[src/tamr_pkg.sv]
`default_nettype none

package tamr_pkg;

    // Default mask geometry
    localparam int MASK_COLS_DEF = 512;
    localparam int MASK_ROWS_DEF = 512;

    // Configuration port
    localparam int CFG_W     = 10;
    localparam int CFG_IDX_W = 1;
    localparam logic [CFG_W-1:0] AREA_RESET = 10'd512;

    typedef enum logic [CFG_IDX_W-1:0] {
        REG_COLS_IN_USE = 1'b0,
        REG_ROWS_IN_USE = 1'b1
    } cfg_reg_t;

    // Request kinds
    typedef enum logic [1:0] {
        REQ_GLYPH     = 2'd0,
        REQ_UNDERLINE = 2'd1,
        REQ_STRIKE    = 2'd2,
        REQ_READ      = 2'd3
    } req_type_t;

    // Field widths
    localparam int REQ_W   = 2;
    localparam int POS_W   = 12;
    localparam int BEAR_W  = 9;
    localparam int GPOS_W  = 8;
    localparam int PIX_W   = 8;
    localparam int SPAN_W  = 11;
    localparam int FONT_W  = 8;

    // Input tdata layout, lowest bit first
    localparam int POS_X_LSB  = 0;
    localparam int POS_Y_LSB  = POS_X_LSB + POS_W;
    localparam int LEFT_LSB   = POS_Y_LSB + POS_W;
    localparam int TOP_LSB    = LEFT_LSB + BEAR_W;
    localparam int GROW_LSB   = TOP_LSB + BEAR_W;
    localparam int GCOL_LSB   = GROW_LSB + GPOS_W;
    localparam int PIX_LSB    = GCOL_LSB + GPOS_W;
    localparam int SPAN_LSB   = PIX_LSB + PIX_W;
    localparam int FONT_LSB   = SPAN_LSB + SPAN_W;
    localparam int S_FIELDS_W = FONT_LSB + FONT_W;
    localparam int S_TDATA_W  = ((S_FIELDS_W + 7) / 8) * 8;
    localparam int M_TDATA_W  = 8;

    // Signed width of all intermediate pixel coordinates
    localparam int CW = 14;

    localparam logic [PIX_W-1:0] ALPHA_FULL = 8'hFF;

    // Reciprocals for exact division by constants on narrow values
    localparam logic [15:0] DIV10_RECIP = 16'd52429;
    localparam logic [11:0] DIV18_RECIP = 12'd3641;

    typedef struct packed {
        logic clr_step;
        logic load;
        logic div;
        logic coord;
        logic clip;
        logic base;
        logic rd;
        logic merge;
        logic fill_step;
        logic out_load;
    } tamr_cmd_t;

    typedef struct packed {
        logic      clr_last;
        logic      go;
        req_type_t kind;
        logic      col_end;
        logic      row_end;
    } tamr_sts_t;

    // floor(n/10) for n below 2048
    function automatic logic [7:0] div10(input logic [10:0] n);
        logic [26:0] p;
        p = 27'(n) * 27'(DIV10_RECIP);
        return p[26:19];
    endfunction

    // floor(n/18) for n below 256
    function automatic logic [3:0] div18(input logic [7:0] n);
        logic [19:0] p;
        p = 20'(n) * 20'(DIV18_RECIP);
        return p[19:16];
    endfunction

endpackage

`default_nettype wire

[src/tamr_ctrl.sv]
`default_nettype none

module tamr_ctrl import tamr_pkg::*; (
    input  wire logic      aclk,
    input  wire logic      aresetn,
    input  wire logic      s_tvalid,
    output logic           s_tready,
    output logic           m_tvalid,
    input  wire logic      m_tready,
    input  wire tamr_sts_t sts,
    output tamr_cmd_t      cmd
);

    typedef enum logic [9:0] {
        ST_CLEAR  = 10'b00_0000_0001,
        ST_IDLE   = 10'b00_0000_0010,
        ST_DIV    = 10'b00_0000_0100,
        ST_COORD  = 10'b00_0000_1000,
        ST_CLIP   = 10'b00_0001_0000,
        ST_BASE   = 10'b00_0010_0000,
        ST_RD     = 10'b00_0100_0000,
        ST_MERGE  = 10'b00_1000_0000,
        ST_FILL   = 10'b01_0000_0000,
        ST_RESULT = 10'b10_0000_0000
    } state_t;

    state_t state_reg, state_next;
    logic   m_tvalid_reg, m_tvalid_next;

    always_comb begin
        state_next = state_reg;
        cmd        = '0;
        s_tready   = 1'b0;
        unique case (state_reg)
            ST_CLEAR: begin
                cmd.clr_step = 1'b1;
                if (sts.clr_last) begin
                    state_next = ST_IDLE;
                end
            end
            ST_IDLE: begin
                s_tready = 1'b1;
                if (s_tvalid) begin
                    cmd.load   = 1'b1;
                    state_next = ST_DIV;
                end
            end
            ST_DIV: begin
                cmd.div    = 1'b1;
                state_next = ST_COORD;
            end
            ST_COORD: begin
                cmd.coord  = 1'b1;
                state_next = ST_CLIP;
            end
            ST_CLIP: begin
                cmd.clip   = 1'b1;
                state_next = ST_BASE;
            end
            ST_BASE: begin
                cmd.base = 1'b1;
                if (!sts.go) begin
                    state_next = ST_RESULT;
                end else if (sts.kind == REQ_GLYPH || sts.kind == REQ_READ) begin
                    state_next = ST_RD;
                end else begin
                    state_next = ST_FILL;
                end
            end
            ST_RD: begin
                cmd.rd     = 1'b1;
                state_next = ST_MERGE;
            end
            ST_MERGE: begin
                cmd.merge  = 1'b1;
                state_next = ST_RESULT;
            end
            ST_FILL: begin
                cmd.fill_step = 1'b1;
                if (sts.col_end && sts.row_end) begin
                    state_next = ST_RESULT;
                end
            end
            ST_RESULT: begin
                // hold until the output register is free
                if (!m_tvalid_reg || m_tready) begin
                    cmd.out_load = 1'b1;
                    state_next   = ST_IDLE;
                end
            end
            default: begin
                state_next = ST_CLEAR;
            end
        endcase
    end

    assign m_tvalid_next = cmd.out_load | (m_tvalid_reg & ~m_tready);

    always_ff @(posedge aclk) begin
        if (!aresetn) begin
            state_reg    <= ST_CLEAR;
            m_tvalid_reg <= 1'b0;
        end else begin
            state_reg    <= state_next;
            m_tvalid_reg <= m_tvalid_next;
        end
    end

    assign m_tvalid = m_tvalid_reg;

endmodule

`default_nettype wire

[config.mk]
export PLATFORM = sky130hd
export DESIGN_NAME = tamr_ctrl
export DESIGN_NICKNAME = d
export VERILOG_FILES = /design/src/tamr_pkg.sv /design/src/tamr_ctrl.sv
export SDC_FILE = /design/constraint.sdc
export NUM_CORES = 1
export LEC_CHECK = 0
export BUFFER_PORTS_ARGS = -buffer_cell sky130_fd_sc_hd__buf_4
export CORE_UTILIZATION = 40
export CTS_BUF_LIST = sky130_fd_sc_hd__clkbuf_16
export DETAILED_ROUTE_END_ITERATION = 16
export PLACE_DENSITY = 0.68
export SLEW_MARGIN = 20
export SYNTH_ARGS = -nofsm -noshare
export SYNTH_HDL_FRONTEND = slang
export SYNTH_SLANG_ARGS = --single-unit
[constraint.sdc]
create_clock -name aclk -period 1.7 [get_ports aclk]
set_input_delay 0.085 -clock aclk [delete_from_list [all_inputs] [get_ports aclk]]
set_output_delay 0.085 -clock aclk [all_outputs]
set_load 0.02 [all_outputs]
# Word-level counts from Yosys, hierarchy flattened
# Index checks and enable logic that the tools add are counted.
dict set report totals {
  regBits 11
  wordCells 46
  output_inout_bits 12
  in_bits 10
}
dict set report classes {
  reduce_logical 6
  eq_ne 15
  muxes 20
  bitwise_logic 3
}
# operator n
set op_table {}
lappend op_table {{$pmux 10 s10} 1}
lappend op_table {{$mux 10} 5}
lappend op_table {{$mux 1} 13}
lappend op_table {{$eq 10x1->1 const B} 1}
lappend op_table {{$eq 10x10->1 const B} 1}
lappend op_table {{$eq 10x2->1 const B} 1}
lappend op_table {{$eq 10x3->1 const B} 1}
lappend op_table {{$eq 10x4->1 const B} 1}
lappend op_table {{$eq 10x5->1 const B} 1}
lappend op_table {{$eq 10x6->1 const B} 1}
lappend op_table {{$eq 10x7->1 const B} 1}
lappend op_table {{$eq 10x8->1 const B} 1}
lappend op_table {{$eq 10x9->1 const B} 1}
lappend op_table {{$mux 9} 1}
lappend op_table {{$ne 2x2->1 const B} 4}
lappend op_table {{$reduce_and 4->1} 1}
lappend op_table {{$eq 2x2->1 const B} 1}
lappend op_table {{$logic_not 2->1} 1}
lappend op_table {{$logic_or 1x1->1} 2}
lappend op_table {{$and 1x1->1} 1}
lappend op_table {{$logic_and 1x1->1} 1}
lappend op_table {{$logic_not 1->1} 1}
lappend op_table {{$not 1->1} 1}
lappend op_table {{$or 1x1->1} 1}

# Depth between registers and ports, before layout
# Gate-level depths: netlist of run 1.
dict set report logic_depth {
  ltp_word 5
  mapped_depth 6
}

# Least setup slack after synthesis of run 1
# Ideal clock, no wire load.
dict set report synth_path {
  path_type {register to output}
  start {register state_reg[1]}
  end {output cmd[6] (netlist name)}
  stages_incl_launch_ff 4
  setup_slack_ps 127
  arrival_time_ps 1488
  path_cell_list {dfxtp_1 -> nor4_2 -> nand3_1 -> nor3b_1}
}
# item line
set synth_rtl {}
lappend synth_rtl {{start: declaration} tamr_ctrl.sv:27} ;# state_t state_reg, state_next;
lappend synth_rtl {{start signal: assignment} tamr_ctrl.sv:104} ;# state_reg <= state_next;
lappend synth_rtl {{end: declaration} tamr_ctrl.sv:11} ;# output tamr_cmd_t cmd

==> flow_summary.ini, run 1 <==
[timing]
slew_violations = 0
slew_headroom_pct = 76.8
period_share_pct = 96.3
worst_pin_slew_ns = 0.345
fin_skew_ns = 0.000214
holdWs_ns = 0.0959
setup_violations = 0
fin_tns_setup_ns = 0
hold_viol = 0
clock.fmax_ghz = 0.611
period_minus_slack_ns = 1.64

[finish]
num-fill-cells = 179
syn_to_final_growth_pct = 44.2
drive_gt1_share_pct = 58.0
fin_nets = 142
design_area_mm2 = 0.00128
largest_register_ff_count = 10
diodes = 0

[setup_path]
critPathLaunchType = flip-flop
required_ns = 1.62
crit_path_top_delay_cell = nor4_4
worstSetupStartpoint = state_reg[0]$_SDFFE_PN1P_
critical_path_class = reg2out
critPathTopFamily = simple AND/OR/NAND/NOR gates
path_buf_inv = 1
cp-end-kind = primary output
slowest_delay_ns = 0.40
r2r_start = state_reg[3]$_SDFFE_PN0P_
worst-path-max-fanout = 6
cp_cell_sequence = nor4_4 -> nand3_2 -> nor3b_2 -> buf_4
worstPathArrival_ns = 1.55

[clocking]
root_buffer = clkbuf_16
clk_latency_ns = 0.23
cts_tree = built
cts_inserted_buffers = 3
clk_pin_slew_worst_paths_ns = 0.04
cts_max_level = 1
cts_buffer_depth = 2
clock-sinks = 11

[detailed_routing]
drt-vias-per-instance = 5.59
wl_per_cell_um = 15.5
drt_wl_total_mm = 2.45
drtAntennaViolNets = 0
firstDrtPassIters = 4
vias = 884
drt-initial-drc-count = 36
drc = 0

[synth]
ys_types = 44
syn_area_um2 = 886
ys_ff_latch = 11
synth_top_area_share_pct = 24.9
postSynthCellCount = 97
yosys-top-cells-area = dfxtp_1, buf_6, nor4_4
post_synth.cell_area_avg_um2 = 9.13
syn_nets = 107
yosysSeqAreaShare_pct = 24.9
synth_top_area_cell = dfxtp_1
yosysWarningCount = 0

[floorplan]
die_area_mm2 = 0.00241
rows = 16
die_w_um = 49.1
io_pins = 22
core_mm2 = 0.00202
initial_core_util_pct = 43.8
die_y_um = 49.1

[power]
combPwrFrac_pct = 47.2
total_power_uw = 1520
switching_share_pct = 37.4
clkPwrFrac_pct = 27.9
switching_power_uw = 568
ir_drop_v = 0.000891
p_int_uw = 949
p_leak_uw = 0.000532
pwr-share-seq_pct = 24.9
power_density_mw_per_mm2 = 1190

[global_routing]
gr-total-overflow = 0
grt_usage_pct = 22.0
antenna_found_initial = 0
grt_pass1_wl_mm = 4.07
grt_pass1_vias = 879
grt_max_degree = 11

[min_path]
hp-start = sts[4]
hp-class = in2reg

[placement]
place_area_mm2 = 0.00109
dp_hpwl_mm = 1.69
port_buffers = 21
gp_congestion = 0.886

[run]
maxCapViolCount = 0

[status]
status = complete, no violations
cells by family (layout without fill, tap and decap cells):
family | count (synthesis) | count (layout) | share of synthesized area, %
xor+xnor | 5 | 5 | 4.94
buf+inv | 8 | 42 | 8.47
flops | 11 | 11 | 24.9
simple gates | 54 | 54 | 43.6
compound gates | 19 | 19 | 18.1
cell usage in the layout (no fill, tap or decap), types with 2 or more instances in the layout:
| master | Yosys | routed |
|---|---|---|
| nor2_1 | 7 | 4 |
| dfxtp_2 | 0 | 6 |
| nor3_1 | 2 | 2 |
| inv_1 | 2 | 3 |
| nand2_2 | 1 | 3 |
| xor2_1 | 3 | 3 |
| a21oi_1 | 3 | 3 |
| nor2_4 | 0 | 4 |
| clkbuf_16 | 0 | 3 |
| nor4_4 | 2 | 3 |
| nor3b_2 | 1 | 3 |
| nor2_2 | 6 | 5 |
| buf_4 | 0 | 36 |
| nand3_2 | 0 | 2 |
| xnor2_1 | 2 | 2 |
| dfxtp_4 | 0 | 2 |
| o21ai_0 | 3 | 3 |
| nand2b_1 | 4 | 4 |
| dfxtp_1 | 11 | 3 |
| nor2b_1 | 3 | 3 |
| nor4_1 | 2 | 2 |
| nand2_1 | 7 | 5 |
| nand4_1 | 2 | 2 |
| a21oi_2 | 2 | 2 |
path summary, 6_finish.rpt:
kind | to | slack [ns] | cells past startpoint
max | cmd[7] | 0.06 | 4
min | state_reg[6]$_SDFFE_PN0P_ | 0.1 | 3
min reg2reg | m_tvalid$_SDFF_PN0_ | 0.52 | 2
max reg2reg | state_reg[3]$_SDFFE_PN0P_ | 0.07 | 7
worst register-to-register path: stages (launching register included):
cell,delay [ns]
dfxtp_4,0.38
nor4_4,0.31
nand2_2,0.09
buf_4,0.14
o31a_1,0.27
o41ai_4,0.06
buf_4,0.20
nor4b_2,0.06
what timing repair did:
item | 4_1_cts | 5_1_grt
endpoints found under the hold margin | 0 | 0
pin swaps | 1 | 7
endpoints found under the setup margin | 4 | 8
hold buffers | 0 | 0
buffers inserted | 1 | 3
resized for setup | 6 | 18
power groups by stage:
stage	clock network (µW)	registers (µW)	logic [µW]
after floorplan	0	343	422
after global placement	0	360	587
after detailed placement	0	363	599
after CTS	425	366	631
after global routing	450	384	771
final	423	378	716
synth_stat cells (all sizes together):
cell	instances
nor4bb	1
nor2b	3
nand2	8
dfxtp	11
nor2	13
nor4	5
nand4b	1
nor3	3
o31a	1
a32oi	1
and3	1
a2bb2oi	1
xor2	3
and4bb	1
nand4	2
o32a	1
nand2b	5
o32ai	1
o21ai	4
o41ai	1
nor3b	3
o221a	1
or3	1
nand3	3
or2b	2
a21oi	5
xnor2	2
buf	6
nor4b	2
o22a	1
inv	2
o31ai	1
a21boi	1
metrics by stage:
stage	util (%)	instances	setup slack (ns)
3_5_place_dp	54.0	150	0.109
2_1_floorplan	-	97	0.127
6_report	63.2	158	0.0637
3_3_place_gp	54.0	150	0.115
5_1_grt	63.2	158	-0.0100
4_1_cts	59.3	155	0.000513
final cells by class:
class	count	area, µm²	share of cell area (%)
multi-input cells	78	652	51.0
repair buffers	36	270	21.2
inverters	2	7.51	0.588
well taps	27	33.8	2.64
clock inverters	1	3.75	0.294
clock buffers	3	75.1	5.88
flip-flops and latches	11	235	18.4
routing by layer:
layer  global-route usage [%]  part of all wire, %  vias up
met5                        0                    0        -
met4                     8.82                  2.0        0
met3                     3.12                  5.8        6
met2                     37.0                   49       34
met1                     27.8                   43      422
li1                         -                    -      422
Power figures use the tool's default switching activity.
==> run 2, diff against run 1 <==
--- a/config.mk
+++ b/config.mk
@@ -6,10 +6,12 @@
 export NUM_CORES = 1
 export LEC_CHECK = 0
 export BUFFER_PORTS_ARGS = -buffer_cell sky130_fd_sc_hd__buf_4
+export CORE_MARGIN = 2
 export CORE_UTILIZATION = 40
 export CTS_BUF_LIST = sky130_fd_sc_hd__clkbuf_16
 export DETAILED_ROUTE_END_ITERATION = 16
-export PLACE_DENSITY = 0.68
+export PLACE_DENSITY = 0.7
+export SETUP_SLACK_MARGIN = 0.1
 export SLEW_MARGIN = 20
 export SYNTH_ARGS = -nofsm -noshare
 export SYNTH_HDL_FRONTEND = slang
==> constraint.sdc (replaced) <==
create_clock -name aclk -period 1.5 [get_ports aclk]
set_input_delay 0.075 -clock aclk [delete_from_list [all_inputs] [get_ports aclk]]
set_output_delay 0.075 -clock aclk [all_outputs]
set_load 0.02 [all_outputs]
==> run 2 against run 1 <==
The flow now finishes with violations (setup timing). Die area grew 8.3%. Sequential power rose by 8.2%. Core utilization rose by 15 points. Global-route usage is 2.9 points higher. Routed wire length up 31%. Combinational power is 77% higher. Clock skew grew 0.00085 ns. Flip-flop and latch count stayed put. Worst hold slack gained 0.0032 ns. Clock-buffer cell count unchanged. Register-to-register slack got worse by 0.23 ns. Via count increased by 18%. Largest cell class unchanged.
==> flow_summary.ini, run 2 (same netlist as run 1, synthesis figures left out) <==
[status]
status = finished, violations left
violations = setup timing

[power]
power_density_mw_per_mm2 = 1290
total_power_uw = 2170
ir_drop_v = 0.00103
p_leak_uw = 0.000707

[floorplan]
die_w_um = 51.1
core_mm2 = 0.00215
io_pins = 22
die_area_mm2 = 0.00261
initial_core_util_pct = 41.2
rows = 17
die_y_um = 51.1

[run]
maxCapViolCount = 0

[clocking]
cts_tree = built
root_buffer = clkbuf_16
cts_max_level = 1
cts_buffer_depth = 2
cts_inserted_buffers = 3
hold_buffers = 0
clk_pin_slew_worst_paths_ns = 0.04
clk_latency_ns = 0.24
clock-sinks = 11

[finish]
layout_commonest_cell = buf_4
design_area_mm2 = 0.00168
diodes = 0
syn_to_final_growth_pct = 89.5
layout_common_cells = buf_4, buf_6, nor2_4
num-fill-cells = 136
largest_register_ff_count = 10
fin_nets = 172
drive_gt1_share_pct = 74.5

[placement]
port_buffers = 21
gp_congestion = 0.911
dp_hpwl_mm = 1.82
place_area_mm2 = 0.00119

[setup_path]
worstPathArrival_ns = 1.62
ff2ff_path_depth = 8
worst-path-max-fanout = 5
r2r_slack_ns = -0.16
worst_r2r_endpoint = state_reg[8]$_SDFFE_PN0P_
critPathLaunchType = flip-flop
cp-end-kind = primary output
critical_path_class = reg2out
required_ns = 1.42
worstSetupStartpoint = state_reg[5]$_SDFFE_PN0P_
r2r_start = state_reg[5]$_SDFFE_PN0P_
critPathCapture = cmd[1]

[global_routing]
antenna_found_initial = 0
grt_max_degree = 9
grt_pass1_vias = 963
grt_pass1_wl_mm = 4.67
grt_usage_pct = 24.8
gr-total-overflow = 0

[timing]
worst_pin_slew_ns = 0.477
setup_violations = 20
period_minus_slack_ns = 1.70
rsz0062_at_grt = true
slew_violations = 0
fin_skew_ns = 0.00106
slew_headroom_pct = 68.1
hold_viol = 0
clock.fmax_ghz = 0.589
period_share_pct = 113
setup_ws_ns = -0.197

[min_path]
hp-class = in2reg
hp-start = aresetn

[detailed_routing]
drt_wl_total_mm = 3.21
firstDrtPassIters = 4
wl_per_cell_um = 17.0
drt-initial-drc-count = 23
drc = 0
drt-vias-per-instance = 5.50
drtAntennaViolNets = 0
vias = 1039
run 2: worst min-delay path by stage:
stage	endpoint	cells past startpoint
after CTS	state_reg[1]$_SDFFE_PN0P_	3
final	state_reg[1]$_SDFFE_PN0P_	3
after global routing	state_reg[1]$_SDFFE_PN0P_	3
after floorplan	state_reg[6]$_SDFFE_PN0P_	2
after detailed placement	state_reg[6]$_SDFFE_PN0P_	3
after global placement	state_reg[6]$_SDFFE_PN0P_	3
run 2: where the power goes:
part | total [µW] | internal, µW | leakage [µW] | switching [µW]
clock network | 491 | 351 | 0.0000423 | 141
registers | 409 | 335 | 0.0000948 | 74.4
logic | 1270 | 676 | 0.000570 | 592
total | 2170 | 1360 | 0.000707 | 807
run 2: repair_timing:
action	in CTS	in global routing
setup buffers	14	10
resized for setup	40	25
endpoints found under the hold margin	0	0
pin swaps	11	18
setup endpoints to repair	21	21
cloned	0	0
run 2: metrics by stage:
stage	worst slack [ns]	setup TNS [ns]	utilization, %	cells	hold slack, ns
final	-0.197	-1.98	78.2	189	0.0991
after global routing	-0.249	-3.21	78.2	189	0.121
after CTS	-0.135	-1.33	70.5	179	0.104
after detailed placement	-0.00213	-0.00213	55.6	161	0.350
after global placement	-0.0238	-0.0238	55.6	161	0.351
after floorplan	-0.0243	-0.0325	-	97	0.194
run 2: area by class of cell:
cell class                 instances  area (µm²)  share of cell area, %
clock buffer                       3        75.1                   4.47
clock inverter                     1        3.75                  0.224
inverter                           2        7.51                  0.447
multi-input combinational         78         749                   44.6
sequential                        11         245                   14.6
tap                               28        35.0                   2.09
timing repair buffer              66         563                   33.5
run 2: metal layers:
metal	part of all wire, %	GRT usage (%)	wire, µm	up-vias
met2	50	44.4	1600	49
met5	0	0	0	-
met3	5.3	3.51	171	17
met4	3.8	9.46	123	0
li1	-	-	-	482
met1	41	29.7	1310	491
run 2: worst max-delay path: stages, from the launching register on:
cell and delay [ns]:
dfxtp_4 0.36, buf_6 0.12, nor4_4 0.30, buf_4 0.20
nand2_4 0.06, nor3b_4 0.19, buf_6 0.14
==> run 3, diff against run 2 <==
--- a/config.mk
+++ b/config.mk
@@ -5,12 +5,14 @@
 export SDC_FILE = /design/constraint.sdc
 export NUM_CORES = 1
 export LEC_CHECK = 0
+export ABC_AREA = 1
 export BUFFER_PORTS_ARGS = -buffer_cell sky130_fd_sc_hd__buf_4
 export CORE_MARGIN = 2
 export CORE_UTILIZATION = 40
 export CTS_BUF_LIST = sky130_fd_sc_hd__clkbuf_16
 export DETAILED_ROUTE_END_ITERATION = 16
-export PLACE_DENSITY = 0.7
+export PLACE_DENSITY = 0.71
+export RECOVER_POWER = 25
 export SETUP_SLACK_MARGIN = 0.1
 export SLEW_MARGIN = 20
 export SYNTH_ARGS = -nofsm -noshare
==> run 3 against run 2 <==
The run now ends clean. Largest power group is now clock. Largest cell class unchanged. First-iteration DRC count down 8.7%. Routed wire length down 34%. Combinational power fell by 62%. Maximum frequency is 23% higher. Final area decreased by 28%. Flip-flop and latch count unchanged.
==> flow_summary.ini, run 3 <==
[synth]
synth_top_area_share_pct = 26.8
synth.most_common_cell = inv_1
yosys-top-cells-area = dfxtp_1, inv_1, nand2_1
ys_ff_latch = 11
synthTopCellsByCount = inv_1, nand2_1, nor2_1
post_synth.cell_area_avg_um2 = 6.42
postSynthCellCount = 128
syn_area_um2 = 822
synthFlopType = dfxtp_1
syn_nets = 138
ys_types = 19
synth_edf_count = 0
synth_top_area_cell = dfxtp_1
yosysWarningCount = 0
synth-async-reset-ratio_pct = 0
yosysSeqAreaShare_pct = 26.8

[setup_path]
critical_path_class = reg2out
worstPathArrival_ns = 1.31
critPathLaunchType = flip-flop
cp-end-kind = primary output
critPathTopFamily = simple AND/OR/NAND/NOR gates
required_ns = 1.42
worst-path-max-fanout = 4
cp_cell_sequence = nor2_4 -> nand2_4 -> nor2_4 -> nand2_2 -> nor2_2 -> buf_6
path_buf_inv = 1
crit_top_cell = nor2_4
slowest_delay_ns = 0.33
crit_path_top_delay_cell = dfxtp_1

[detailed_routing]
firstDrtPassIters = 4
drt-vias-per-instance = 4.77
drc = 0
drt_wl_total_mm = 2.13
wl_per_cell_um = 11.2
vias = 907
drt-initial-drc-count = 21
drtAntennaViolNets = 0

[timing]
slew_violations = 0
period_minus_slack_ns = 1.38
hold_viol = 0
rsz0062_at_grt = true
fin_skew_ns = 0.00440
slew_headroom_pct = 81.9
setup_violations = 0
fin_tns_setup_ns = 0
clock.fmax_ghz = 0.724
period_share_pct = 92.1
worst_pin_slew_ns = 0.270

[floorplan]
die_y_um = 49.3
initial_core_util_pct = 42.3
io_pins = 22
core_mm2 = 0.00194
die_w_um = 49.3
die_area_mm2 = 0.00243
rows = 16

[finish]
layout_commonest_cell = buf_4
fin_nets = 174
utilization_pct = 62.6
diodes = 0
drive_gt1_share_pct = 42.9
largest_register_ff_count = 10
layout_common_cells = buf_4, inv_1, nand2_1
syn_to_final_growth_pct = 47.8

[global_routing]
grt_usage_pct = 18.1
grt_pass1_vias = 878
antenna_found_initial = 0
grt_pass1_wl_mm = 3.45
gr-total-overflow = 0
grt_max_degree = 9

[clocking]
clk_latency_ns = 0.24
cts_tree = built
clock-sinks = 11
cts_max_level = 1
cts_buffer_depth = 2
clk_pin_slew_worst_paths_ns = 0.04
root_buffer = clkbuf_16
hold_buffers = 0
cts_inserted_buffers = 3

[power]
total_power_uw = 1340
p_leak_uw = 0.000719
power_density_mw_per_mm2 = 1110
ir_drop_v = 0.000690

[placement]
gp_congestion = 0.860
dp_hpwl_mm = 1.49
port_buffers = 21

[status]
status = complete, no violations

[min_path]
hp-class = in2reg

[run]
maxCapViolCount = 0
run 3: cell types whose count changed in the layout (fill, tap and decap cells not counted), moves of 4 or more:
cell     delta
nand2_1    +17
nor2_1     +15
buf_6      -16
dfxtp_4     -4
nor4_4      -4
inv_1      +27
nand2_2     +5
buf_4      -19
nand3_1    +13
run 3: final cells by class:
type	count	area, µm²
clock inverters	1	3.75
inverters	31	116
multi-input cells	85	509
fillers	198	727
repair buffers	32	244
clock buffers	3	75.1
well taps	27	33.8
flip-flops and latches	11	233
run 3: kinds of logic (layout without fill, tap and decap cells):
| family | Yosys count | after routing | synth area share, % |
|---|---|---|---|
| AO/OA/AOI/OAI | 3 | 3 | 1.83 |
| flip-flops | 11 | 11 | 26.8 |
| XOR/XNOR | 1 | 1 | 1.07 |
| buffers and inverters | 32 | 67 | 16.0 |
| AND/OR/NAND/NOR | 81 | 81 | 54.3 |
run 3: what timing repair did:
action                                 in CTS  in global routing
setup endpoints to repair                   7                 15
pin swaps                                   7                  9
setup buffers                               7                  4
endpoints found under the hold margin       0                  0
gates resized for setup                     7                 18
run 3: final timing paths:
path	cells after the start	start	slack, ns	end
min	3	aresetn	0.11	state_reg[1]$_SDFFE_PN0P_
max	6	state_reg[6]$_SDFFE_PN0P_	0.12	cmd[8]
min reg2reg	2	state_reg[1]$_SDFFE_PN0P_	0.54	state_reg[1]$_SDFFE_PN0P_
max reg2reg	10	state_reg[6]$_SDFFE_PN0P_	0.14	state_reg[1]$_SDFFE_PN0P_
run 3: metrics by stage:
stage | instance area, µm² | worst slack, ns | instances | hold slack, ns
2_1_floorplan | 822 | 0.320 | 128 | 0.217
3_3_place_gp | 998 | 0.214 | 175 | 0.356
3_5_place_dp | 998 | 0.186 | 175 | 0.361
4_1_cts | 1150 | 0.0894 | 186 | 0.115
5_1_grt | 1210 | 0.0591 | 190 | 0.122
6_report | 1210 | 0.119 | 190 | 0.110
run 3: worst register-to-register path, stage by stage, from the launching register on:
cell     delay, ns
dfxtp_1       0.38
nor2_4        0.07
nand2_4       0.12
nor2_8        0.06
buf_4         0.13
nand3_2       0.07
nand2_2       0.07
nor2_4        0.19
nand2_2       0.06
nand2_1       0.05
nor2_1        0.03
run 3: power by group:
group	switching [µW]	total (µW)	internal (µW)
sequential	45.3	371	325
clock	140	491	351
combinational	276	482	206
run 3: layer usage:
| metal | routed length (µm) | vias up | GRT usage (%) |
|---|---|---|---|
| li1 | - | 458 | - |
| met4 | 43 | 0 | 7.14 |
| met5 | 0 | - | 0 |
| met2 | 1130 | 24 | 32.4 |
| met3 | 104 | 6 | 4.91 |
| met1 | 850 | 419 | 20.0 |
